[config.mk]
export PLATFORM = sky130hd
export DESIGN_NAME = jacobi_symbol
export DESIGN_NICKNAME = d
export VERILOG_FILES = /design/src/design/jac_pkg.sv /design/src/design/jac_dual_sub.sv /design/src/design/jacobi_symbol.sv
export SDC_FILE = /design/constraint.sdc
export NUM_CORES = 1
export LEC_CHECK = 0
export ABC_AREA = 0
export BUFFER_PORTS_ARGS = -buffer_cell sky130_fd_sc_hd__buf_2
export CORE_MARGIN = 10
export CORE_UTILIZATION = 55
export CTS_CLUSTER_SIZE = 16
export DETAILED_ROUTE_END_ITERATION = 6
export PLACE_DENSITY = 0.75
export SYNTH_ARGS = -nofsm -noshare
export SYNTH_HDL_FRONTEND = slang
export SYNTH_SLANG_ARGS = --single-unit
[constraint.sdc]
create_clock -name clk -period 4.91 [get_ports clk]
set_clock_uncertainty 0.05 [all_clocks]
set_input_delay 0.2455 -clock clk [delete_from_list [all_inputs] [get_ports clk]]
set_output_delay 0.2455 -clock clk [all_outputs]
set_load 0.005 [all_outputs]
[src/design/jac_pkg.sv]
// shared constants and types for the jacobi symbol unit
`timescale 1ns / 1ps

package jac_pkg;

    // default operand width
    localparam int OPERAND_BITS_DEF = 31;

    // two's complement codes of the symbol field
    localparam logic [1:0] SYM_ZERO = 2'b00;
    localparam logic [1:0] SYM_POS  = 2'b01;
    localparam logic [1:0] SYM_NEG  = 2'b11;

    // control of the bit-serial subtractor
    typedef struct packed {
        logic en;     // one bit pair enters this cycle
        logic first;  // least significant bit of a pass, borrow in is zero
    } jac_sub_ctl_t;

endpackage

[src/design/jac_dual_sub.sv]
// bit-serial subtractor forming x - y and y - x one bit per cycle while ctl.en is high
`timescale 1ns / 1ps

module jac_dual_sub
    import jac_pkg::*;
(
    input  logic         clk,
    input  logic         rst_n,
    input  jac_sub_ctl_t ctl,
    input  logic         x_bit,
    input  logic         y_bit,
    output logic         xy_diff,
    output logic         yx_diff,
    output logic         xy_borrow
);

    logic xy_borrow_reg;
    logic xy_borrow_next;
    logic yx_borrow_reg;
    logic yx_borrow_next;
    logic xy_bin;
    logic yx_bin;

    // borrow in is zero on the lowest bit
    assign xy_bin = ctl.first ? 1'b0 : xy_borrow_reg;
    assign yx_bin = ctl.first ? 1'b0 : yx_borrow_reg;

    // full subtractor cells
    always_comb
    begin
        xy_diff        = x_bit ^ y_bit ^ xy_bin;
        yx_diff        = x_bit ^ y_bit ^ yx_bin;
        xy_borrow_next = (~x_bit & y_bit) | (~(x_bit ^ y_bit) & xy_bin);
        yx_borrow_next = (~y_bit & x_bit) | (~(x_bit ^ y_bit) & yx_bin);
    end

    // carried borrows
    always_ff @(posedge clk or negedge rst_n)
    begin
        if (!rst_n)
        begin
            xy_borrow_reg <= 1'b0;
            yx_borrow_reg <= 1'b0;
        end
        else if (ctl.en)
        begin
            xy_borrow_reg <= xy_borrow_next;
            yx_borrow_reg <= yx_borrow_next;
        end
    end

    // final borrow of x - y tells x < y after a full pass
    assign xy_borrow = xy_borrow_reg;

endmodule

[src/design/jacobi_symbol.sv]
// top level of the jacobi symbol unit
//
// Computes the Jacobi symbol (numerator / modulus) with the binary algorithm.
// Input beat: numerator and modulus are taken at a rising edge with start
// high and busy low. Result beat: symbol (-1, 0, +1 in two's complement) and
// bad_modulus are shown for exactly one cycle while done is high; the
// receiver cannot stall, so the result must be taken in that cycle.
// A zero or even modulus gives bad_modulus with symbol 0 in the cycle after
// the beat is accepted, and busy stays low.
// Otherwise the unit alternates halving steps with subtraction passes that
// stream all OPERAND_BITS bits of both operands through a bit-serial
// subtractor, each pass followed by a commit step that keeps the difference
// or swaps. The run time depends on the operands: at most about
// 2 * OPERAND_BITS passes plus the halving steps.
// One item is in work at a time; busy is high from acceptance until the
// cycle done rises.
// Reset clears the control state and drops busy and done.
`timescale 1ns / 1ps

module jacobi_symbol
    import jac_pkg::*;
#(
    parameter int OPERAND_BITS = OPERAND_BITS_DEF
)
(
    input  logic                    clk,
    input  logic                    rst_n,
    input  logic                    start,
    output logic                    busy,
    input  logic [OPERAND_BITS-1:0] numerator,
    input  logic [OPERAND_BITS-1:0] modulus,
    output logic                    done,
    output logic signed [1:0]       symbol,
    output logic                    bad_modulus
);

    localparam int CNT_W = $clog2(OPERAND_BITS);
    localparam logic [CNT_W-1:0] CNT_LAST = CNT_W'(OPERAND_BITS - 1);
    localparam logic [OPERAND_BITS-1:0] ONE_VAL = OPERAND_BITS'(1);

    typedef enum logic [1:0] {
        ST_IDLE,
        ST_HALVE,
        ST_SUB,
        ST_COMMIT
    } state_t;

    state_t                  state_reg;
    logic [OPERAND_BITS-1:0] a_reg;
    logic [OPERAND_BITS-1:0] m_reg;
    logic [OPERAND_BITS-1:0] d1_reg;
    logic [OPERAND_BITS-1:0] d2_reg;
    logic [CNT_W-1:0]        cnt_reg;
    logic                    neg_reg;
    logic                    done_reg;
    logic [1:0]              symbol_reg;
    logic                    bad_reg;

    jac_sub_ctl_t sub_ctl;
    logic         xy_diff;
    logic         yx_diff;
    logic         a_lt_m;
    logic         m_flip;
    logic         recip_flip;

    // serial subtractor fed from the low ends of the rotating operands
    assign sub_ctl.en    = (state_reg == ST_SUB);
    assign sub_ctl.first = (state_reg == ST_SUB) && (cnt_reg == '0);

    jac_dual_sub u_sub (
        .clk       (clk),
        .rst_n     (rst_n),
        .ctl       (sub_ctl),
        .x_bit     (a_reg[0]),
        .y_bit     (m_reg[0]),
        .xy_diff   (xy_diff),
        .yx_diff   (yx_diff),
        .xy_borrow (a_lt_m)
    );

    // sign rules on the low bits of the modulus and the numerator
    assign m_flip     = (m_reg[2:0] == 3'd3) || (m_reg[2:0] == 3'd5);
    assign recip_flip = (a_reg[1:0] == 2'b11) && (m_reg[1:0] == 2'b11);

    // sequencer, operand shift registers and result registers
    always_ff @(posedge clk or negedge rst_n)
    begin
        if (!rst_n)
        begin
            state_reg  <= ST_IDLE;
            a_reg      <= '0;
            m_reg      <= '0;
            d1_reg     <= '0;
            d2_reg     <= '0;
            cnt_reg    <= '0;
            neg_reg    <= 1'b0;
            done_reg   <= 1'b0;
            symbol_reg <= SYM_ZERO;
            bad_reg    <= 1'b0;
        end
        else
        begin
            done_reg <= 1'b0;
            unique case (state_reg)
                ST_IDLE:
                begin
                    if (start)
                    begin
                        a_reg   <= numerator;
                        m_reg   <= modulus;
                        neg_reg <= 1'b0;
                        if (!modulus[0])
                        begin
                            done_reg   <= 1'b1;
                            bad_reg    <= 1'b1;
                            symbol_reg <= SYM_ZERO;
                        end
                        else
                        begin
                            state_reg <= ST_HALVE;
                        end
                    end
                end
                ST_HALVE:
                begin
                    if (a_reg == '0)
                    begin
                        // finished: gcd is one only when the modulus fell to one
                        done_reg  <= 1'b1;
                        bad_reg   <= 1'b0;
                        state_reg <= ST_IDLE;
                        if (m_reg != ONE_VAL)
                            symbol_reg <= SYM_ZERO;
                        else
                            symbol_reg <= neg_reg ? SYM_NEG : SYM_POS;
                    end
                    else if (!a_reg[0])
                    begin
                        a_reg <= a_reg >> 1;
                        if (m_flip)
                            neg_reg <= ~neg_reg;
                    end
                    else
                    begin
                        cnt_reg   <= '0;
                        state_reg <= ST_SUB;
                    end
                end
                ST_SUB:
                begin
                    // rotate operands, collect both differences lsb first
                    a_reg  <= {a_reg[0], a_reg[OPERAND_BITS-1:1]};
                    m_reg  <= {m_reg[0], m_reg[OPERAND_BITS-1:1]};
                    d1_reg <= {xy_diff, d1_reg[OPERAND_BITS-1:1]};
                    d2_reg <= {yx_diff, d2_reg[OPERAND_BITS-1:1]};
                    if (cnt_reg == CNT_LAST)
                        state_reg <= ST_COMMIT;
                    else
                        cnt_reg <= cnt_reg + CNT_W'(1);
                end
                ST_COMMIT:
                begin
                    if (a_lt_m)
                    begin
                        // swap with reciprocity: new pair is (m - a, a)
                        a_reg <= d2_reg;
                        m_reg <= a_reg;
                        if (recip_flip)
                            neg_reg <= ~neg_reg;
                    end
                    else
                    begin
                        a_reg <= d1_reg;
                    end
                    state_reg <= ST_HALVE;
                end
                default:
                begin
                    state_reg <= ST_IDLE;
                end
            endcase
        end
    end

    assign busy        = (state_reg != ST_IDLE);
    assign done        = done_reg;
    assign symbol      = symbol_reg;
    assign bad_modulus = done_reg & bad_reg;

    // a result beat never overlaps work in progress
    assert property (@(posedge clk) disable iff (!rst_n) done |-> !busy)
        else $error("result beat while busy");

    // a bad modulus always reports a zero symbol
    assert property (@(posedge clk) disable iff (!rst_n)
        bad_modulus |-> (done && symbol == SYM_ZERO))
        else $error("bad modulus with nonzero symbol");

    // an accepted beat either starts work or answers at once
    assert property (@(posedge clk) disable iff (!rst_n)
        (start && !busy) |=> (busy || done))
        else $error("accepted beat lost");

    // the modulus stays odd through every halving step
    assert property (@(posedge clk) disable iff (!rst_n)
        (state_reg == ST_HALVE) |-> m_reg[0])
        else $error("modulus became even");

endmodule
==> impl_summary.md, run 1 <==
Clock tree
The insertion delay of the later-clocked pin in the worst-skew pair is 0.43 ns. Post-CTS timing repair inserted 0 buffers for setup. TritonCTS built the clock tree. The master cell of the clock root buffer is sky130_fd_sc_hd__clkbuf_16. Buffers inserted to repair hold after CTS numbered 1. The largest buffer count on any clock path is 2. The clock sink count is 138. The post-cts repair resize count is 0. Clock-pin slew was measured on the worst setup and hold paths at 0.06 ns. The H-tree generated during clock tree synthesis spans 4 levels.

The total CTS buffers is 17.

Global route
After global routing the overflow that remains totals 0. Entering global routing, the biggest net connects 79 pins. The total global-route track usage is 18.9%. The via count of the first global-routing pass is 5388. The number of antenna violations at the first check in global routing came to 0. The wire length of the first global-routing pass is 27200 um.

Drt
Dividing the detail-routed wire length by the instance count gives 18.6 um. The detail route stage leaves a number of antenna-violating nets equal to 0. The routed length on met3 is 987 um.

In the routed design, unresolved DRC markers number 0. The uppermost signal routing layer after detailed routing is met4. The wire length on met2 is 7910 um.

After detailed routing, the total wire length is 16300 um. In this run, the number of DRC markers left after iteration 0 of detailed routing was 510. Summing over every cut layer, the via total after detailed routing is 5234. The average vias per placed instance is 5.97. The wire length the detailed router placed on met1 is 7100 um. The first detailed-routing pass ran for 5 iterations.

Synth
The average instance in the mapped netlist occupies 10.9 sq um. The basic-gate share of the synthesized area counting and, or, nand and nor cells is 9.78%. The count of different cell masters after synthesis is 36.

The cell type contributing the most total cell area after synthesis is sky130_fd_sc_hd__dfrtp_1. The sequential-to-total area share from yosys stat is 49.3%. The mux cell area share after synthesis is 20.6%. After synthesis, the largest family of logic cells by area is multiplexers. The most used flip-flop cell after synthesis is sky130_fd_sc_hd__dfrtp_1.

The share of synthesized flip-flops with an asynchronous set or reset is 100%. The synthesized netlist devotes 2.00% of its cell area to adder and majority cells. Synthesis produced a netlist whose cell count is 643. Summing the areas of all compound-gate instances in the mapped netlist gives 13.9% of the synthesized area. The Yosys step of the flow raised 0 warnings. The top-area cell type share of the netlist area is 49.3%. Summing the areas of all xor and xnor instances in the mapped netlist gives 0.375% of the synthesized area.

The net count after synthesis is 718. By area the synthesized netlist is led by sky130_fd_sc_hd__dfrtp_1, sky130_fd_sc_hd__mux2_2, sky130_fd_sc_hd__a22oi_1. The mapped netlist covers 0.00701 sq mm. In the synthesized netlist, the cells that appear most often are sky130_fd_sc_hd__dfrtp_1, sky130_fd_sc_hd__mux2_2, sky130_fd_sc_hd__nand2_1, sky130_fd_sc_hd__a22oi_1, sky130_fd_sc_hd__nor2_1. The count of state elements after synthesis is 138. Counting flops with a built-in enable in the synthesized netlist gives 0. Yosys instantiated no cell more often than sky130_fd_sc_hd__dfrtp_1.

Layout
For this run, the post-layout net count is 766. The count of fill cells added during filler insertion is 976. The fraction of layout instances using a drive strength above 1 is 33.7%. The antenna diode count is 0. The layout overhead on the synthesized area is 14.6%. The final core area utilization is 64.0%.

The finished cells cover 0.00804 sq mm.

Timing
The final hold violation count is 0. The slew at the pin closest to its max-slew limit is 1.21 ns. The final critical delay including setup and external delays is 3.22 ns. Final hold analysis gives a worst-case slack of 0.0198 ns.

Setup violations remaining at the end of the flow were counted as 0. The remaining max-slew budget at the tightest pin is 19.0%. The final count of pins violating max slew came to 0. Of the available clock period, the critical path in the final layout requires 65.5%. Setup repair after global routing left no endpoint under its margin.

The highest clock rate is 0.311 GHz. The final setup TNS is 0 ns.

Setup path
The path type of the worst setup path is reg -> reg. The launching element type of the critical path is a flip-flop. The worst setup path is captured at a flip-flop. At the worst endpoint, the arrival time is 3.47 ns. For the worst flop-to-flop path, the logic depth is 5. Along the worst path, the maximum fanout reaches 66.

The required time of the worst setup path is 5.16 ns.

Placement
The count of port buffers added during placement is 69. After legalization and detailed placement, the total HPWL measured 10900 um. In this run the cell area measured after placement is 0.00741 sq mm. The routability congestion estimate is 0.814.

Floorplanning
During I/O placement, the number of pins put on the boundary was 70. The initial utilization of the core area, before any placement, comes to 55.8%. The die covers 0.0177 sq mm.

The core region is 0.0126 sq mm. The number of core rows is 41. In this run the horizontal extent of the chip is 133 um. In this run the vertical extent of the chip is 133 um.

Pwr
The power density of the placed cells is 631 mW/mm^2. The worst-case IR drop observed on VDD is 0.000335 V. Summing internal, switching and leakage power gives 5.08 mW. In this run the static leakage power is 3.67 nW.

Hold path
The type of the tightest min-delay check is in -> reg. The number of cells traversed by the worst hold path is 3.

Flow run
The max-capacitance violation count is 0.

Outcome
The run finished with clean final reports.
critical path, stage by stage (launching register included):
cell and delay (ns):
sky130_fd_sc_hd__dfrtp_1 0.42, sky130_fd_sc_hd__inv_1 0.16, sky130_fd_sc_hd__ha_2 0.91, sky130_fd_sc_hd__nor2b_1 0.49, sky130_fd_sc_hd__a21o_2 0.62, sky130_fd_sc_hd__mux2_2 0.42
report_power, final:
group	switching (mW)	internal (mW)	total, mW	leakage [nW]
clock	0.480	0.836	1.32	0.291
sequential	0.350	1.49	1.84	1.78
combinational	1.09	0.839	1.93	1.60
cell type report:
class	instances	area (sq um)	area share [%]
Tap cell	172	215	2.68
Sequential cell	138	3450	43.0
Timing Repair Buffer	76	407	5.06
Clock inverter	11	144	1.79
Clock buffer	21	470	5.85
Inverter	13	48.8	0.607
Multi-Input combinational cell	445	3300	41.0
cell usage in the layout, fill, tap and decap left out, types with 5 or more instances in the layout:
cell	n
sky130_fd_sc_hd__buf_2	68
sky130_fd_sc_hd__nand2_1	71
sky130_fd_sc_hd__nor2_1	39
sky130_fd_sc_hd__inv_1	13
sky130_fd_sc_hd__o21ai_0	36
sky130_fd_sc_hd__nor4_1	14
sky130_fd_sc_hd__a22oi_1	61
sky130_fd_sc_hd__nor3_1	6
sky130_fd_sc_hd__a21oi_1	6
sky130_fd_sc_hd__mux2_2	125
sky130_fd_sc_hd__dfrtp_1	138
sky130_fd_sc_hd__nand4_1	7
sky130_fd_sc_hd__and2_1	5
sky130_fd_sc_hd__buf_4	6
sky130_fd_sc_hd__clkbuf_16	17
sky130_fd_sc_hd__ha_1	5
sky130_fd_sc_hd__a31oi_1	33
worst paths after layout:
| check | start | endpoint | slack [ns] |
|---|---|---|---|
| setup / recovery | state_reg[0] | a_reg[26] | 1.69 |
| hold / removal | modulus[21] | m_reg[21] | 0.02 |
| setup reg to reg | state_reg[0] | a_reg[26] | 1.69 |
| hold reg to reg | u_sub.yx_borrow_reg | u_sub.yx_borrow_reg | 0.46 |
| max in group asynchronous | rst_n | d1_reg[30] | 3.17 |
| min in group asynchronous | rst_n | cnt_reg[0] | 0.37 |
cells by family after synthesis:
kind of cell	Yosys count
AO/OA/AOI/OAI	148
XOR/XNOR	3
adder cells (fa/ha/maj)	10
buffers and inverters	60
flip-flops	138
multiplexers	129
AND/OR/NAND/NOR	155
routing by layer:
layer | GRT usage [%] | up-vias
li1 | - | 2446
met1 | 24.3 | 2611
met2 | 29.9 | 151
met3 | 5.53 | 26
met4 | 6.36 | 0
met5 | 0 | -
stage by stage:
step	cells	worst slack, ns
6_report	876	1.69
5_1_grt	876	1.45
4_1_cts	876	1.71
3_5_place_dp	843	1.73
3_3_place_gp	843	1.87
2_1_floorplan	643	2.42
No activity file was read; power rests on OpenSTA's default activity.
==> inputs of run 2 (changes only) <==
Settings changed: CORE_UTILIZATION 55 to 54, PLACE_DENSITY 0.75 to 0.77.
Clock period 4.91 ns to 2.85 ns, I/O delays scaled along.
==> impl_summary.md, run 2 (synthesis gave the netlist of run 1 again) <==
Outcome
The run finished with clean final reports.

Timing
The final setup TNS is 0 ns (unchanged). Setup repair after global routing left no endpoint under its margin. The final setup violation count is 0 (unchanged).

The final hold violation count is 0 (unchanged). The post-route fraction of the period consumed by the critical path is 84.8% (+19 points). The final critical delay including setup and external delays is 2.42 ns (-0.800 ns). The final count of pins violating max slew is 0 (unchanged). The remaining max-slew budget at the tightest pin came to 54.6% (+36 points). The slew at the pin closest to its max-slew limit is 0.680 ns (-0.534 ns). The highest clock rate is 0.414 GHz (+33%).

Clock tree
The total CTS buffers is 17 (unchanged). The post-cts repair resize count was 0 (unchanged). The clock sink count is 138 (unchanged). The clock slew at the register clock pins of the worst setup and hold paths is 0.06 ns (about the same). The number of post-CTS setup repair buffers is 0 (unchanged). The tree is rooted in a sky130_fd_sc_hd__clkbuf_16. The insertion delay of the later-clocked pin in the worst-skew pair is 0.43 ns (about the same). The clock tree from TritonCTS is built. The number of levels the H-tree was split into is 4 (unchanged). The largest buffer count on any clock path came to 2 (unchanged).

Global route
The total global-route track usage is 20.3% (+1.4 points). The via count of the first global-routing pass was 5688 (+5.6%). The number of antenna violations at the first check in global routing came to 0 (unchanged). The maximum number of pins on one net before global-route repair is 66 (-16%). The wire length of the first global-routing pass came to 29400 um (+8.0%). The total overflow reported by the global router came to 0 (unchanged).

Floorplanning
The height of the die was 134 um (+0.78%). The I/O pin count is 70 (unchanged). The number of core rows was 41 (unchanged). The placeable core region is 0.0127 sq mm (+0.82%). The starting density of the core is 55.3% (-0.45 points). The die footprint is 0.0179 sq mm (+1.6%). The width of the die is 134 um (+0.78%).

Drt
The length of the first detailed-routing pass in iterations is 5 (unchanged). The remaining antenna violation count was 0 (unchanged). The total via count after detailed routing is 5485 (+4.8%). The number of design rule violations left after detail routing came to 0 (unchanged).

The overall routed net length was 18000 um (+11%). The number of DRC violations after detailed-routing iteration 0 is 479 (-6.1%). The average vias per placed instance is 5.96 (-0.22%). The routed wirelength normalized by instance count is 19.6 um (+5.6%).

Placement
The total instance count after detailed placement was 855 (+1.4%). The final HPWL from detailed placement came to 11500 um (+5.7%). The count of port buffers added during placement is 69 (unchanged).

The routability congestion estimate came to 0.834 (+2.5%). The placed cell area is 0.00754 sq mm (+1.7%).

Setup path
The standard cell with the maximum stage delay on the critical path is sky130_fd_sc_hd__dfrtp_1. The arrival time of the worst setup path is 2.68 ns (-0.79 ns). The critical path buffer and inverter count is 1 (unchanged). The worst setup path is captured at a flip-flop.

In this design, the largest share of critical-path delay is due to simple AND/OR/NAND/NOR gates. The required time of the worst setup path is 3.11 ns (-2.05 ns). STA classifies the critical path startpoint as a flip-flop. The worst setup path is of the reg -> reg kind. The worst stage delay on the critical path is 0.45 ns (-0.46 ns). The top fanout value on the critical path is 9 (-86%).

The critical path goes through nor4_1 -> nand4_1 -> o21ai_0 -> a21o_2 -> buf_4 -> mux2_2.

Layout
The most common cell after layout, fill and taps aside is sky130_fd_sc_hd__dfrtp_1. The net count reported at finish is 810 (+5.7%). The post-route standard cell area excluding fillers is 0.00847 sq mm (+5.4%). The fraction of layout instances using a drive strength above 1 is 33.4% (-0.24 points).

The footprint of the flip-flops and latches was 0.00345 sq mm (unchanged). The count of fill cells added during filler insertion came to 976 (unchanged). The number of standard cells in the layout, taps in and fillers out was 920 (+5.0%). The antenna diode count is 0 (unchanged).

The area occupied by multi-input gates was 0.00330 sq mm (unchanged). The library cells used most frequently in the layout, excluding fill and tap cells, are sky130_fd_sc_hd__dfrtp_1, sky130_fd_sc_hd__mux2_2, sky130_fd_sc_hd__nand2_1. Compared with the post-synthesis result, the final layout area differs by 20.8%.

Hold path
In this run the worst hold path is classified as in -> reg.

Pwr
The leakage power is 3.86 nW (+5.4%). The power density of the placed cells is 1070 mW/mm^2 (+70%). The maximum VDD drop is 0.000526 V (+57%).

Flow run
The max-capacitance violation count is 0 (unchanged).
==> run 2: cell types whose count changed in the layout (fill, tap and decap cells not counted), sizes merged <==
cell and change:
dlygate4sd3 +32, buf +12, clkbuf -4, inv +2, clkinv +1, clkinvlp +1
==> run 2: cell type report <==
type | instances | share of cell area [%]
Sequential cell | 138 | 40.8
Multi-Input combinational cell | 445 | 39.0
Timing Repair Buffer | 120 | 10.1
Clock buffer | 17 | 5.02
Tap cell | 172 | 2.54
Clock inverter | 15 | 2.05
Inverter | 13 | 0.576
==> run 2: worst paths after layout <==
| path | to | depth (start not counted) | startpoint | slack, ns |
|---|---|---|---|---|
| worst max-delay path | a_reg[6] | 6 | a_reg[13] | 0.43 |
| worst min-delay path | a_reg[12] | 4 | numerator[12] | 0.007 |
| worst max register to register | a_reg[6] | 6 | a_reg[13] | 0.43 |
| worst min register to register | bad_reg | 1 | bad_reg | 0.46 |
| max in group asynchronous | m_reg[15] | 3 | rst_n | 1.84 |
| min in group asynchronous | neg_reg | 2 | rst_n | 0.18 |
==> run 2: repair_timing <==
| action | 4_1_cts | 5_1_grt |
|---|---|---|
| hold endpoints to repair | 83 | 0 |
| hold buffers | 33 | 0 |
| endpoints found under the setup margin | 0 | 0 |
==> run 2: worst reg2reg max path, stage by stage (launching register included) <==
cell and delay, ns:
sky130_fd_sc_hd__dfrtp_1 0.45, sky130_fd_sc_hd__nor4_1 0.41, sky130_fd_sc_hd__nand4_1 0.29, sky130_fd_sc_hd__o21ai_0 0.32
sky130_fd_sc_hd__a21o_2 0.21, sky130_fd_sc_hd__buf_4 0.19, sky130_fd_sc_hd__mux2_2 0.37
==> run 2: routing by layer <==
metal	vias to the layer above	global-route usage, %	routed length [um]
met2	192	34.1	9000
li1	2540	-	-
met5	-	0	0
met3	33	5.56	1120
met1	2720	24.5	7550
met4	0	7.32	356
==> run 2: metrics by stage <==
step / setup slack, ns / power [mW] / hold WS, ns / util (%)
2_1_floorplan: 0.362 / 5.71 / -0.203 / -
3_5_place_dp: 0.460 / 6.73 / 0.0773 / 59.5
4_1_cts: 0.422 / 9.07 / 0.00415 / 66.9
6_report: 0.434 / 9.09 / 0.00740 / 66.9
3_3_place_gp: 0.536 / 6.55 / 0.0679 / 59.5
5_1_grt: 0.340 / 9.61 / 0.0173 / 66.9
==> run 2: power breakdown <==
group | total, mW | internal (mW) | switching, mW | leakage (nW)
sequential | 3.18 | 2.56 | 0.618 | 1.78
clock | 2.25 | 1.37 | 0.882 | 0.281
combinational | 3.66 | 1.62 | 2.03 | 1.80
==> inputs of run 3 (changes only) <==
Settings changed: CORE_UTILIZATION 54 to 55, PLACE_DENSITY 0.77 to 0.75.
Clock period 2.85 ns to 2.5 ns, I/O delays scaled along.
==> impl_summary.md, run 3 (synthesis gave the netlist of run 1 again) <==
Clock tree
The clock slew at the register clock pins of the worst setup and hold paths is 0.06 ns (about the same). The master cell of the clock root buffer is sky130_fd_sc_hd__clkbuf_16. The number of levels the H-tree was split into is 4 (unchanged).

The clock sink count is 138 (unchanged). The total CTS buffers was 17 (unchanged). The post-cts repair resize count is 0 (unchanged). The largest buffer count on any clock path is 2 (unchanged). The insertion delay of the later-clocked pin in the worst-skew pair is 0.43 ns (about the same). TritonCTS built the clock tree.

The number of post-CTS setup repair buffers came to 0 (unchanged). The hold buffer count at cts is 36 (+9.1%).

Timing
The remaining max-slew budget at the tightest pin was 34.0% (-21 points). The final count of pins violating max slew is 0 (unchanged). The final setup violation count is 0 (unchanged). The slew at the pin closest to its max-slew limit is 0.989 ns (+0.309 ns). Setup repair after global routing left no endpoint under its margin. The highest clock rate came to 0.435 GHz (+5.2%).

The final critical delay including setup and external delays was 2.30 ns (-0.119 ns). The post-route fraction of the period consumed by the critical path came to 91.9% (+7.1 points). The final hold violation count is 0 (unchanged). The final setup TNS is 0 ns (unchanged).

The final hold slack is 0.0115 ns (+0.00411 ns).

Layout
The fraction of layout instances using a drive strength above 1 is 33.4% (about the same). Relative to the synthesized area, the layout overhead comes to 21.8%. The net count reported at finish is 816 (+0.74%). In the layout the commonest cells are sky130_fd_sc_hd__dfrtp_1, sky130_fd_sc_hd__mux2_2, sky130_fd_sc_hd__nand2_1. The most common cell after layout, fill and taps aside is sky130_fd_sc_hd__dfrtp_1. The antenna diode count came to 0 (unchanged). The post-route standard cell area excluding fillers is 0.00854 sq mm (+0.81%).

The count of fill cells added during filler insertion is 907 (-7.1%).

Pwr
The proportion of power drawn by combinational gates is 40.0% (-0.2 points). The leakage power was 3.91 nW (+1.1%). The share of power burned in the clock network is 25.6% (+0.8 points). The maximum VDD drop came to 0.000707 V (+34%). The switching portion of total power is 37.7% (-1.2 points). The design internal power came to 6.48 mW (+17%).

The power density of the placed cells is 1220 mW/mm^2 (+14%). The net switching power was 3.92 mW (+11%). The power share of the sequential group is 34.4% (-0.6 points).

Placement
The final HPWL from detailed placement came to 11800 um (+2.7%). The placed cell area is 0.00755 sq mm (+0.13%). The count of port buffers added during placement is 69 (unchanged). The routability congestion estimate is 0.870 (+4.3%).

Floorplanning
The I/O pin count was 70 (unchanged). The die footprint was 0.0177 sq mm (-1.5%). The placeable core region is 0.0126 sq mm (-0.81%). The starting density of the core is 55.8% (+0.45 points). The height of the die came to 133 um (-0.78%). The width of the die was 133 um (-0.78%). The number of core rows is 41 (unchanged).

Drt
The number of design rule violations left after detail routing is 0 (unchanged). The average vias per placed instance came to 5.96 (about the same). The number of DRC violations after detailed-routing iteration 0 came to 556 (+16%). The length of the first detailed-routing pass in iterations was 5 (unchanged). The routed wirelength normalized by instance count is 19.0 um (-2.9%). The overall routed net length was 17600 um (-2.3%). The remaining antenna violation count was 0 (unchanged).

The total via count after detailed routing is 5517 (+0.58%).

Global route
The wire length of the first global-routing pass is 30100 um (+2.4%). The total overflow reported by the global router is 0 (unchanged). The met2 demand-to-capacity share in global routing came to 33.2% (-0.91 points). The routing usage on met3 is 5.72% (+0.15 points).

The maximum number of pins on one net before global-route repair is 58 (-12%). The number of antenna violations at the first check in global routing is 0 (unchanged). The global routing's busiest layer is met2. The fraction of met1 tracks used by global routing was 26.2% (+1.7 points).

The via count of the first global-routing pass is 5917 (+4.0%). The total global-route track usage was 20.8% (+0.47 points).

Setup path
The setup path with the least slack is of type reg -> reg. The worst setup path is captured at a flip-flop. The launching element type of the critical path is a flip-flop.

The top fanout value on the critical path is 17 (+8). The arrival time of the worst setup path is 2.55 ns (-0.13 ns). The required time of the worst setup path came to 2.75 ns (-0.36 ns).

Outcome
The run finished with clean final reports.

Hold path
The type of the tightest min-delay check is in -> reg.

Flow run
The max-capacitance violation count was 0 (unchanged).
==> run 3: worst paths after layout <==
check / from / endpoint / slack [ns] / cells after the start
setup / recovery: a_reg[9] / a_reg[28] / 0.20 / 6
hold / removal: numerator[6] / a_reg[6] / 0.01 / 4
setup reg to reg: a_reg[9] / a_reg[28] / 0.20 / 6
hold reg to reg: u_sub.yx_borrow_reg / u_sub.yx_borrow_reg / 0.45 / 1
max in group asynchronous: rst_n / d2_reg[16] / 1.41 / 3
min in group asynchronous: rst_n / cnt_reg[1] / 0.18 / 2
==> run 3: final cells by class <==
type	instances	area (sq um)	area share [%]
clock inverters	12	171	2.01
multi-input cells	445	3300	38.6
clock buffers	20	457	5.35
inverters	13	48.8	0.571
repair buffers	126	895	10.5
flip-flops and latches	138	3450	40.4
well taps	172	215	2.52
==> run 3: power by group through the flow <==
stage	Clock (mW)	Sequential, mW	Combinational [mW]
5_1_grt	2.80	3.68	4.60
2_1_floorplan	0	3.35	3.15
3_3_place_gp	0	3.54	3.90
3_5_place_dp	0	3.59	4.08
6_report	2.66	3.58	4.16
4_1_cts	2.69	3.57	4.14
==> run 3: critical path, stage by stage (launching register included) <==
cell and delay (ns):
sky130_fd_sc_hd__dfrtp_1 0.41, sky130_fd_sc_hd__nor4_1 0.39, sky130_fd_sc_hd__nand4_1 0.24, sky130_fd_sc_hd__o21ai_0 0.29, sky130_fd_sc_hd__a21o_2 0.18, sky130_fd_sc_hd__buf_4 0.24, sky130_fd_sc_hd__mux2_2 0.37
==> run 3: through the flow <==
| step | cells | util [%] | setup slack [ns] | total power [mW] |
|---|---|---|---|---|
| floorplan | 643 | - | 0.0121 | 6.50 |
| global placement | 858 | 60.1 | 0.310 | 7.45 |
| detailed placement | 858 | 60.1 | 0.244 | 7.66 |
| CTS | 926 | 67.9 | 0.214 | 10.4 |
| global route | 926 | 67.9 | 0.0676 | 11.1 |
| finish | 926 | 67.9 | 0.203 | 10.4 |
==> run 3: metal layers <==
| metal | vias up | share of wire, % | wire, um |
|---|---|---|---|
| li1 | 2539 | - | - |
| met5 | - | 0 | 0 |
| met3 | 35 | 6.1 | 1080 |
| met4 | 0 | 2.2 | 382 |
| met1 | 2730 | 42 | 7470 |
| met2 | 213 | 49 | 8680 |
